## src/rtl/core/bdls_pkg.sv

```systemverilog
`default_nettype none
package bdls_pkg;

  localparam int unsigned MAX_DABS_DEFAULT = 64;

  localparam logic [19:0] BRUSH_SIZE_RESET = 20'd2560;
  localparam logic [11:0] SPACING_RESET    = 12'd256;

  // Radicand and dividend width, root/quotient/remainder width.
  localparam int OPERAND_W  = 50;
  localparam int RESULT_W   = 25;
  localparam int ROOT_STEPS = 25;
  localparam int DIV_STEPS  = 24;
  localparam int STEP_CNT_W = 5;

  typedef enum logic {
    REG_BRUSH_SIZE = 1'b0,
    REG_SPACING    = 1'b1
  } cfg_reg_t;

  typedef enum logic {
    OP_MOVE = 1'b0,
    OP_LINE = 1'b1
  } op_code_t;

  typedef enum logic {
    MODE_ROOT = 1'b0,
    MODE_DIV  = 1'b1
  } unit_mode_t;

  typedef struct packed {
    logic       start;
    unit_mode_t mode;
  } unit_req_t;

endpackage
`default_nettype wire

```

## src/rtl/core/bdls_rootdiv.sv

```systemverilog
`default_nettype none
// Shared compare-and-subtract unit. In root mode it retires two radicand bits
// per cycle of a 50-bit radicand; in divide mode one quotient bit per cycle,
// with the quotient known to fit in 24 bits.
module bdls_rootdiv (
  input  logic                                   clk,
  input  logic                                   rst,
  input  bdls_pkg::unit_req_t                    req,
  input  logic [bdls_pkg::OPERAND_W-1:0]         operand,
  input  logic [bdls_pkg::RESULT_W-1:0]          divisor,
  output logic                                   done,
  output logic [bdls_pkg::RESULT_W-1:0]          quot,
  output logic [bdls_pkg::RESULT_W-1:0]          rem_out
);

  bdls_pkg::unit_mode_t                 mode_r;
  logic                                 busy;
  logic [bdls_pkg::STEP_CNT_W-1:0]      cnt;
  logic [bdls_pkg::OPERAND_W-1:0]       sh;
  logic [bdls_pkg::RESULT_W-1:0]        rem;
  logic [bdls_pkg::RESULT_W-1:0]        res;
  logic [bdls_pkg::RESULT_W-1:0]        divisor_r;
  logic [bdls_pkg::RESULT_W+1:0]        cand;
  logic [bdls_pkg::RESULT_W+1:0]        trial;
  logic [bdls_pkg::RESULT_W+2:0]        diff;
  logic                                 ge;

  always_comb begin
    if (mode_r == bdls_pkg::MODE_ROOT) begin
      cand  = {rem, sh[bdls_pkg::OPERAND_W-1 -: 2]};
      trial = {res, 2'b01};
    end else begin
      cand  = {1'b0, rem, sh[bdls_pkg::OPERAND_W-1]};
      trial = {2'b00, divisor_r};
    end
    diff = {1'b0, cand} - {1'b0, trial};
    ge   = ~diff[bdls_pkg::RESULT_W+2];
  end

  always_ff @(posedge clk) begin
    if (rst) begin
      busy <= 1'b0;
      done <= 1'b0;
    end else begin
      done <= busy && !req.start && (cnt == bdls_pkg::STEP_CNT_W'(1));
      if (req.start) begin
        mode_r    <= req.mode;
        busy      <= 1'b1;
        res       <= '0;
        divisor_r <= divisor;
        if (req.mode == bdls_pkg::MODE_ROOT) begin
          cnt <= bdls_pkg::STEP_CNT_W'(bdls_pkg::ROOT_STEPS);
          sh  <= operand;
          rem <= '0;
        end else begin
          // The upper half is already below the divisor since the quotient fits.
          cnt <= bdls_pkg::STEP_CNT_W'(bdls_pkg::DIV_STEPS);
          sh  <= {operand[23:0], 26'd0};
          rem <= {1'b0, operand[47:24]};
        end
      end else if (busy) begin
        res <= {res[bdls_pkg::RESULT_W-2:0], ge};
        rem <= ge ? diff[bdls_pkg::RESULT_W-1:0] : cand[bdls_pkg::RESULT_W-1:0];
        if (mode_r == bdls_pkg::MODE_ROOT) begin
          sh <= {sh[bdls_pkg::OPERAND_W-3:0], 2'b00};
        end else begin
          sh <= {sh[bdls_pkg::OPERAND_W-2:0], 1'b0};
        end
        cnt <= cnt - 1'b1;
        if (cnt == bdls_pkg::STEP_CNT_W'(1)) begin
          busy <= 1'b0;
        end
      end
    end
  end

  assign quot    = res;
  assign rem_out = rem;

endmodule
`default_nettype wire

```

## src/rtl/core/brush_dab_line_stepper_core.sv

```systemverilog
`default_nettype none
// Channel   Direction  Handshake              Payload
// in        in         in_valid / in_ready    op, point_x, point_y
// out       out        out_valid / out_ready  dab_left, dab_top, last_dab
// cfg       in         cfg_we                 cfg_index, cfg_data
//
// A move transaction updates the pen on acceptance. A line transaction first runs its
// setup (one square root and two divisions on the shared root/divide unit, at one or
// two bits a cycle), then emits its dabs one by one and finally updates the pen; a
// line that places no dab returns to idle after the length check. The input is
// not ready while a transaction is in work, and output stalls hold dab emission in
// place. Synchronous reset clears the pen to the origin and the registers to defaults.
module brush_dab_line_stepper_core #(
  parameter int unsigned MAX_DABS = bdls_pkg::MAX_DABS_DEFAULT
) (
  input  logic               clk,
  input  logic               rst,
  input  logic               in_valid,
  output logic               in_ready,
  input  logic               op,
  input  logic signed [23:0] point_x,
  input  logic signed [23:0] point_y,
  output logic               out_valid,
  input  logic               out_ready,
  output logic signed [23:0] dab_left,
  output logic signed [23:0] dab_top,
  output logic               last_dab,
  input  logic               cfg_we,
  input  logic [0:0]         cfg_index,
  input  logic [19:0]        cfg_data
);

  localparam int NW = $clog2(MAX_DABS + 1);

  typedef enum logic [3:0] {
    S_IDLE, S_SQ_X, S_SQ_Y, S_SQ_SUM, S_ROOT_GO, S_ROOT_WAIT, S_CHECK,
    S_MUL_X, S_DIV_X_GO, S_DIV_X_WAIT, S_MUL_Y, S_DIV_Y_GO, S_DIV_Y_WAIT,
    S_EMIT, S_PEN
  } state_t;

  state_t state;

  logic [19:0]        brush_size;
  logic [11:0]        spacing;
  logic signed [23:0] pen_x;
  logic signed [23:0] pen_y;
  logic               sx;
  logic               sy;
  logic [23:0]        mag_x;
  logic [23:0]        mag_y;
  logic [47:0]        prod;
  logic [48:0]        sumsq;
  logic [21:0]        step;
  logic [24:0]        len;
  logic [23:0]        qsx;
  logic [23:0]        qsy;
  logic [24:0]        rsx;
  logic [24:0]        rsy;
  logic [23:0]        offx;
  logic [23:0]        offy;
  logic [24:0]        remx;
  logic [24:0]        remy;
  logic [NW-1:0]      n;
  logic [26:0]        nxt;

  logic [23:0]        mul_a;
  logic [23:0]        mul_b;
  logic signed [24:0] dxw;
  logic signed [24:0] dyw;
  logic signed [25:0] cx;
  logic signed [25:0] cy;
  logic signed [26:0] lx;
  logic signed [26:0] ly;
  logic [25:0]        rsum_x;
  logic [25:0]        rsum_y;
  logic               wrap_x;
  logic               wrap_y;
  logic               last;
  logic               out_free;

  bdls_pkg::unit_req_t              req;
  logic [bdls_pkg::OPERAND_W-1:0]   operand;
  logic                             unit_done;
  logic [bdls_pkg::RESULT_W-1:0]    unit_quot;
  logic [bdls_pkg::RESULT_W-1:0]    unit_rem;

  function automatic logic [23:0] sat24(input logic signed [26:0] v);
    logic [23:0] r;
    if (v > 27'sd8388607) begin
      r = 24'h7FFFFF;
    end else if (v < -27'sd8388608) begin
      r = 24'h800000;
    end else begin
      r = v[23:0];
    end
    return r;
  endfunction

  bdls_rootdiv u_rootdiv (
    .clk     (clk),
    .rst     (rst),
    .req     (req),
    .operand (operand),
    .divisor (len),
    .done    (unit_done),
    .quot    (unit_quot),
    .rem_out (unit_rem)
  );

  assign in_ready = (state == S_IDLE) && !rst;
  assign out_free = !out_valid || out_ready;

  always_comb begin
    req.start = (state == S_ROOT_GO) || (state == S_DIV_X_GO) || (state == S_DIV_Y_GO);
    req.mode  = (state == S_ROOT_GO) ? bdls_pkg::MODE_ROOT : bdls_pkg::MODE_DIV;
    operand   = (state == S_ROOT_GO) ? {1'b0, sumsq} : {2'b00, prod};
  end

  // One shared multiplier; its product is always registered.
  always_comb begin
    case (state)
      S_SQ_X:   begin mul_a = mag_x;              mul_b = mag_x;             end
      S_SQ_Y:   begin mul_a = mag_y;              mul_b = mag_y;             end
      S_SQ_SUM: begin mul_a = {4'd0, brush_size}; mul_b = {12'd0, spacing}; end
      S_MUL_X:  begin mul_a = mag_x;              mul_b = {2'd0, step};      end
      S_MUL_Y:  begin mul_a = mag_y;              mul_b = {2'd0, step};      end
      default:  begin mul_a = '0;                 mul_b = '0;                end
    endcase
  end

  always_comb begin
    dxw = {point_x[23], point_x} - {pen_x[23], pen_x};
    dyw = {point_y[23], point_y} - {pen_y[23], pen_y};

    cx = {{2{pen_x[23]}}, pen_x} + (sx ? -{2'b00, offx} : {2'b00, offx});
    cy = {{2{pen_y[23]}}, pen_y} + (sy ? -{2'b00, offy} : {2'b00, offy});
    lx = {cx[25], cx} - {8'd0, brush_size[19:1]};
    ly = {cy[25], cy} - {8'd0, brush_size[19:1]};

    // Running remainder of the rounded offset; a wrap carries one into the offset.
    rsum_x = {1'b0, remx} + {1'b0, rsx};
    rsum_y = {1'b0, remy} + {1'b0, rsy};
    wrap_x = rsum_x >= {1'b0, len};
    wrap_y = rsum_y >= {1'b0, len};

    last = (n == NW'(MAX_DABS - 1)) || (nxt > {2'b00, len});
  end

  always_ff @(posedge clk) begin
    if (rst) begin
      state      <= S_IDLE;
      pen_x      <= '0;
      pen_y      <= '0;
      out_valid  <= 1'b0;
      brush_size <= bdls_pkg::BRUSH_SIZE_RESET;
      spacing    <= bdls_pkg::SPACING_RESET;
    end else begin
      if (cfg_we) begin
        case (bdls_pkg::cfg_reg_t'(cfg_index))
          bdls_pkg::REG_BRUSH_SIZE: brush_size <= cfg_data;
          bdls_pkg::REG_SPACING:    spacing    <= cfg_data[11:0];
          default: ;
        endcase
      end

      if (state == S_EMIT && out_free) begin
        out_valid <= 1'b1;
      end else if (out_valid && out_ready) begin
        out_valid <= 1'b0;
      end

      prod <= mul_a * mul_b;

      case (state)
        S_IDLE: begin
          if (in_valid) begin
            if (bdls_pkg::op_code_t'(op) == bdls_pkg::OP_LINE) begin
              sx    <= dxw[24];
              sy    <= dyw[24];
              mag_x <= dxw[24] ? 24'(-dxw) : dxw[23:0];
              mag_y <= dyw[24] ? 24'(-dyw) : dyw[23:0];
              state <= S_SQ_X;
            end else begin
              pen_x <= point_x;
              pen_y <= point_y;
            end
          end
        end
        S_SQ_X:   state <= S_SQ_Y;
        S_SQ_Y: begin
          sumsq <= {1'b0, prod};
          state <= S_SQ_SUM;
        end
        S_SQ_SUM: begin
          sumsq <= sumsq + {1'b0, prod};
          state <= S_ROOT_GO;
        end
        S_ROOT_GO: begin
          // A step below one LSB is raised to one LSB.
          step  <= (prod[31:10] == '0) ? 22'd1 : prod[31:10];
          state <= S_ROOT_WAIT;
        end
        S_ROOT_WAIT: begin
          if (unit_done) begin
            len   <= unit_quot;
            state <= S_CHECK;
          end
        end
        S_CHECK: begin
          // A segment shorter than one step, zero length included, places no dab.
          state <= (len < {3'd0, step}) ? S_IDLE : S_MUL_X;
        end
        S_MUL_X:    state <= S_DIV_X_GO;
        S_DIV_X_GO: state <= S_DIV_X_WAIT;
        S_DIV_X_WAIT: begin
          if (unit_done) begin
            qsx   <= unit_quot[23:0];
            rsx   <= unit_rem;
            state <= S_MUL_Y;
          end
        end
        S_MUL_Y:    state <= S_DIV_Y_GO;
        S_DIV_Y_GO: state <= S_DIV_Y_WAIT;
        S_DIV_Y_WAIT: begin
          if (unit_done) begin
            qsy   <= unit_quot[23:0];
            rsy   <= unit_rem;
            offx  <= '0;
            offy  <= '0;
            remx  <= {1'b0, len[24:1]};
            remy  <= {1'b0, len[24:1]};
            n     <= '0;
            nxt   <= {4'd0, step, 1'b0};
            state <= S_EMIT;
          end
        end
        S_EMIT: begin
          if (out_free) begin
            dab_left  <= sat24(lx);
            dab_top   <= sat24(ly);
            last_dab  <= last;
            offx      <= offx + qsx + {23'd0, wrap_x};
            offy      <= offy + qsy + {23'd0, wrap_y};
            remx      <= wrap_x ? 25'(rsum_x - {1'b0, len}) : rsum_x[24:0];
            remy      <= wrap_y ? 25'(rsum_y - {1'b0, len}) : rsum_y[24:0];
            nxt       <= nxt + {5'd0, step};
            n         <= n + 1'b1;
            if (last) begin
              state <= S_PEN;
            end
          end
        end
        S_PEN: begin
          // The offsets now stand one step past the last dab.
          pen_x <= cx[23:0];
          pen_y <= cy[23:0];
          state <= S_IDLE;
        end
        default: state <= S_IDLE;
      endcase
    end
  end

  a_done_when_waiting: assert property (@(posedge clk) disable iff (rst)
    unit_done |-> (state == S_ROOT_WAIT || state == S_DIV_X_WAIT ||
                   state == S_DIV_Y_WAIT))
    else $error("root/divide unit finished while no result was awaited");

  a_rem_below_len: assert property (@(posedge clk) disable iff (rst)
    (state == S_EMIT) |-> (remx < len && remy < len))
    else $error("offset remainder reached the segment length");

  a_dab_count: assert property (@(posedge clk) disable iff (rst)
    (state == S_EMIT) |-> (n <= NW'(MAX_DABS - 1)))
    else $error("dab count went past the cap");

  a_pen_after_last: assert property (@(posedge clk) disable iff (rst)
    (state == S_PEN) |-> (out_valid && last_dab))
    else $error("pen update without a final dab in the output register");

endmodule
`default_nettype wire

```

## config.mk

```make
export PLATFORM = sky130hd
export DESIGN_NAME = brush_dab_line_stepper_core
export DESIGN_NICKNAME = d
export VERILOG_FILES = /design/src/rtl/core/bdls_pkg.sv /design/src/rtl/core/bdls_rootdiv.sv /design/src/rtl/core/brush_dab_line_stepper_core.sv
export SDC_FILE = /design/constraint.sdc
export NUM_CORES = 2
export LEC_CHECK = 0
export BUFFER_PORTS_ARGS = -buffer_cell sky130_fd_sc_hd__buf_2
export CAP_MARGIN = 30
export CORE_ASPECT_RATIO = 0.8
export CORE_MARGIN = 2
export CORE_UTILIZATION = 59
export DETAILED_ROUTE_END_ITERATION = 12
export PLACE_DENSITY = 0.79
export SKIP_LAST_GASP = 1
export SLEW_MARGIN = 20
export SYNTH_ARGS = -nofsm -noshare
export SYNTH_HDL_FRONTEND = slang
export SYNTH_SLANG_ARGS = --single-unit
```

## constraint.sdc

```tcl
create_clock -name clk -period 9.3 [get_ports clk]
set_input_delay 0 -clock clk [delete_from_list [all_inputs] [get_ports clk]]
set_output_delay 0 -clock clk [all_outputs]
set_load 0.005 [all_outputs]
```

# Word level (Yosys, flattened, before mapping)
# Cells that the tools add are included.
# op_classes
addsub	23
multipliers	1
n_lt_le_gt_ge	8
eq_ne	24
n_mux	63
n_bitwise	3
n_reduce_logical	36
# ops
operator	count
24-bit 2-to-1 mux	12
25-bit 2-to-1 mux	9
50-bit 2-to-1 mux	4
24-bit case mux with 2 select lines	4
27-bit 2-to-1 mux	4
25-bit case mux with 2 select lines	2
49-bit case mux with 2 select lines	1
24-bit case mux with 4 select lines	1
24-bit case mux with 3 select lines	1
4-bit case mux with 14 select lines	1
27-bit by 24-bit greater-than comparator with 1-bit output, second input constant	2
27-bit by 24-bit less-than comparator with 1-bit output, second input constant	2
27-bit case mux with 2 select lines	1
26-bit by 20-bit subtractor with 27-bit output	2
25-bit by 25-bit adder with 26-bit output	2
26-bit adder	2
26-bit by 25-bit >= comparator with 1-bit output	2
26-bit 2-to-1 mux	2
24-bit negation with 26-bit output	2
24-bit by 24-bit subtractor with 25-bit output	2
25-bit subtractor	2
49-bit by 48-bit adder with 49-bit output	1
49-bit 2-to-1 mux	1
24-bit by 1-bit adder with 24-bit output	2
other kinds (35)	94
# word_totals
reg_bits	691
in_bits	75
out_inout_bits	51

# Logic depth before layout (Yosys ltp)
# logic_depth
ltp_word	6
mapped_depth	40
mapped_depth_nobuf	38

# Modules after synthesis
# From an unflattened synthesis, not the netlist that was laid out.
# hier_totals
hier_cells	7545
hier_area_um2	68585.8
# modules_own_cells
module	instances	cells_per_inst	area_per_inst_um2	seq_area_each_um2
brush_dab_line_stepper_core	1	6838	60550.6	15905.3
bdls_rootdiv	1	707	8035.2	3973.8

# Worst setup path after synthesis
# OpenSTA, ideal clock, no wires.
# synth_timing
path_kind	flip-flop to flip-flop
startpoint	register state[2]
endpoint	register prod[46], data pin
t_arrival_ns	8.516
slack_ns	0.504
path_stages_with_launch	34
n_path_buf	3
period_less_slack_ns	8.796
path_cell_list	dfxtp_1 clkbuf_1 xor2_1 nor3b_1 clkbuf_1 nand2_1 nand2_1 clkbuf_1 nand2_1 fa_1 inv_1 fa_1 inv_1 fa_1 fa_1 inv_1 fa_1 fa_1 inv_1 fa_1 inv_1 ha_1 a21o_1 a21o_1 a21oi_1 o21ai_0 a2111oi_0 nor3_1 a21oi_1 a21oi_1 o311ai_1 o21ai_0 nand4_1 o211ai_1
# synth_via
elab_chain_len	4
# synth_lines
item	line	text
start: declaration	brush_dab_line_stepper_core.sv:41	state_t state;
start signal: assignment	brush_dab_line_stepper_core.sv:211	state <= (len < {3'd0, step}) ? S_IDLE : S_MUL_X;
4-bit == test, or another cell as far along	brush_dab_line_stepper_core.sv:121	case (state)
2-bit OR reduction (no line)	n/a	
24-bit case mux with 4 select lines or 24-bit case mux with 3 select lines (tied branches)	brush_dab_line_stepper_core.sv:121	
24-bit by 24-bit multiplier with 48-bit output (*)	brush_dab_line_stepper_core.sv:172	prod <= mul_a * mul_b;
end signal: assignment	brush_dab_line_stepper_core.sv:172	
end: declaration	brush_dab_line_stepper_core.sv:51	logic [47:0] prod;
# Mark *: on every way between the ends. The rest lies on a longest branch, timed or not.
# A chain may end at the register's enable or synchronous reset.

# Worst setup path in the final report
# layout_timing
startpoint	register state[3]
endpoint	register prod[46], data pin
# Same word-level chain as after synthesis.

==> flow_summary_export.csv <==
group,metric,value,unit
run_status,status,"complete, no violations",
grt,grt_max_degree,116,
timing,slew_headroom,0.336,
timing,finalCritPeriodShare,0.973,
timing,fin_skew,0.0737,ns
placed_design,place_ws,0.0387,ns
synth,synth-edff-count,604,
timing,drv_slew,0,
grt,antenna_found_initial,4,
synth,syn_area,0.0666,mm^2
timing,setup_viol,0,
synth,synthArstFlopShare,0,
cts,clk_latency,0.71,ns
synth,synth_area_leaders,"edfxtp_1 27%, fa_1 15%, ha_1 11%",
synth,synthCells,7212,
placed_design,gp_congestion,1.06,
critical_path,worstPathArrival,9.41,ns
critical_path,cp_num_buf_inv,6,
final_layout,antennaDiodeCount,0,
die,num_rows,110,
routing,antenna_left,0,
die,start_util,0.593,
pwr,p_per_area,218,mW/mm^2
cts,path_clk_slew,0.06,ns
final_layout,stdcell_area,0.0732,mm^2
final_layout,area_growth_syn_to_layout,9.92,%
routing,wl_per_cell,23.8,um
final_layout,finalNetCount,8573,
synth,ys.flop_type,"edfxtp_1",
critical_path,slowest_delay,0.56,ns
synth,synth_top_area_frac,0.272,
cts,cts_tree,"done",
critical_path,criticalPathCategory,"flip-flop to flip-flop",
critical_path,crit_slowest_cell,"fa_1",
timing,worst_slew_pin_slew,0.983,ns
cts,cts_buffers,77,
routing,drt_pass1_iterations,8,
synth,avgSynthCellArea,9.24,um^2
critical_path,crit_family,"adder cells",
critical_path,cp-end-kind,"flip-flop",
die,die_width,380,um
final_layout,layout_common_cells,"891 x nand2_1, 801 x inv_1, 604 x ha_1, 604 x edfxtp_1, 578 x nor2_1",
die,fp.dieH,305,um
synth,synth.distinct_cells,102,
grt,grt_usage,0.366,
timing,setup_slack,0.248,ns
grt,grt_pass1_wl,325000,um
timing,rsz0062_at_grt,"yes",
cts,clockRootBuffer,"clkbuf_16",
cts,cts_max_level,3,
grt,grt_pass1_vias,54600,
final_layout,drive_gt1_frac,0.0712,
placed_design,dpl_cell_area,0.0694,mm^2
final_layout,final_common_cell,"nand2_1",
synth,yosys_warnings,0,
synth,syn_nets,8390,
die,coreArea,0.112,mm^2
critical_path,crit_required,9.66,ns
placed_design,port_buffers,125,
timing,post-route-min-period,9.05,ns
routing,avgViaCountPerCell,6.22,
placed_design,dp_hpwl,167000,um
synth,synth-seq-area-share,0.298,
final_layout,layoutNonFillerInstCount,8970,
worst_hold_path,hold_path.class,"input port to flip-flop",
die,num_io_pins,126,
placed_design,dp.cells,8717,
critical_path,crit_fanout,17,
routing,first_iter_violations,6639,
timing,holdWs,0.144,ns
grt,gr-total-overflow,0,
flow_run,drv_cap,0,
synth,yosysTopAreaCell,"edfxtp_1",
pwr,p_leak,31.4,nW
die,die_area,0.116,mm^2
timing,finalHoldViolCount,0,
timing,max_freq,110,MHz
cts,cts.sinks,691,
routing,drc,0,
cts,clk_path_buf_depth,3,
routing,routed_wl,214000,um
synth,ys_ff_latch,691,
final_layout,final_util,0.652,
critical_path,startpoint_type,"flip-flop",
pwr,peakVddDrop,189,uV
final_layout,n_fill_cell,9182,
routing,vias,55800,
critical_path,cpMostUsedCell,"fa_1",
-- worst paths after layout --
path	from	to	slack (ns)	cells past startpoint
setup / recovery	state[3]$_SDFFE_PP0P_	prod[46]$_DFFE_PN_	0.25	31
hold / removal	op	pen_y[23]$_SDFFE_PP0P_	0.14	5
setup reg to reg	state[3]$_SDFFE_PP0P_	prod[46]$_DFFE_PN_	0.25	31
hold reg to reg	u_rootdiv.quot[24]$_SDFFCE_PN0P_	len[24]$_DFFE_PP_	0.46	0
-- registers in the layout, indices dropped and copies added, names as in the netlist, 27 cells and up --
name          cells
prod             48
nxt              27
sumsq            49
u_rootdiv.sh     50
-- metal layers --
metal / routed length, um / track usage / vias to the layer above
met3: 25400 / 0.0910 / 506
met5: 27 / 0 / -
met1: 88400 / 0.519 / 27100
li1: - / - / 25200
met4: 9920 / 0.145 / 4
met2: 89800 / 0.539 / 2968
-- power by group --
group | switching [mW] | leakage, nW | internal (mW)
Combinational | 5.44 | 23.9 | 3.07
Sequential | 0.353 | 6.24 | 3.81
Clock | 1.41 | 1.28 | 1.89
-- worst register-to-register path: cells and delay by family, from the launching register on --
family	cells	cell delay (ns)
AND/OR/NAND/NOR	6	1.50
adder cells (fa/ha/maj)	8	3.86
buffers and inverters	6	0.55
AO/OA/AOI/OAI	11	2.50
flip-flops	1	0.35
-- through the flow --
step                      setup TNS, ns  total power, mW
after CTS                             0             15.7
after global placement                0             12.1
after detailed placement              0             12.3
after floorplan                       0             9.57
after global routing            -0.0358             16.8
final                                 0             16.0
-- cell type report --
cell class,count,area [um^2],area share
multi-input cells,5430,42800,0.585
flip-flops and latches,691,19900,0.271
inverters,805,3020,0.0413
repair buffers,390,2940,0.0401
clock buffers,98,2040,0.0278
well taps,1512,1890,0.0258
clock inverters,44,653,0.00892
-- kinds of logic (layout without fill, tap and decap cells) --
family,after synthesis,after routing,synth area share
buf+inv,1091,1337,0.0618
flops,691,691,0.298
mux,114,114,0.0177
xor+xnor,461,461,0.0606
compound gates,1604,1604,0.154
fa+ha+maj,1103,1103,0.263
simple gates,2148,2148,0.145
-- cells in the mapped netlist (27+ instances only) --
library cell / number
nand2_1: 893
inv_1: 802
edfxtp_1: 604
ha_1: 604
nor2_1: 588
fa_1: 499
a21oi_1: 462
xnor2_1: 312
o21ai_0: 301
clkbuf_1: 260
a21o_1: 178
xor2_1: 149
nand3_1: 120
nor3_1: 99
and2_1: 89
dfxtp_1: 87
mux2i_1: 84
nor2b_1: 84
o21a_1: 81
o21ai_1: 71
a31oi_1: 66
a22oi_1: 62
nand2b_1: 59
o21bai_1: 59
a211oi_1: 52
o31ai_1: 40
and3_1: 37
nand4_1: 36
mux2_2: 28
or2_2: 28
a2111oi_0: 27
-- what timing repair did --
item,in CTS,in global routing
setup endpoints to repair,1,10
pin swaps,0,3
setup buffers,0,4
resized for setup,1,6
hold buffers,104,0
endpoints found under the hold margin,94,0
Note: power is estimated with default switching activity, not from simulation.
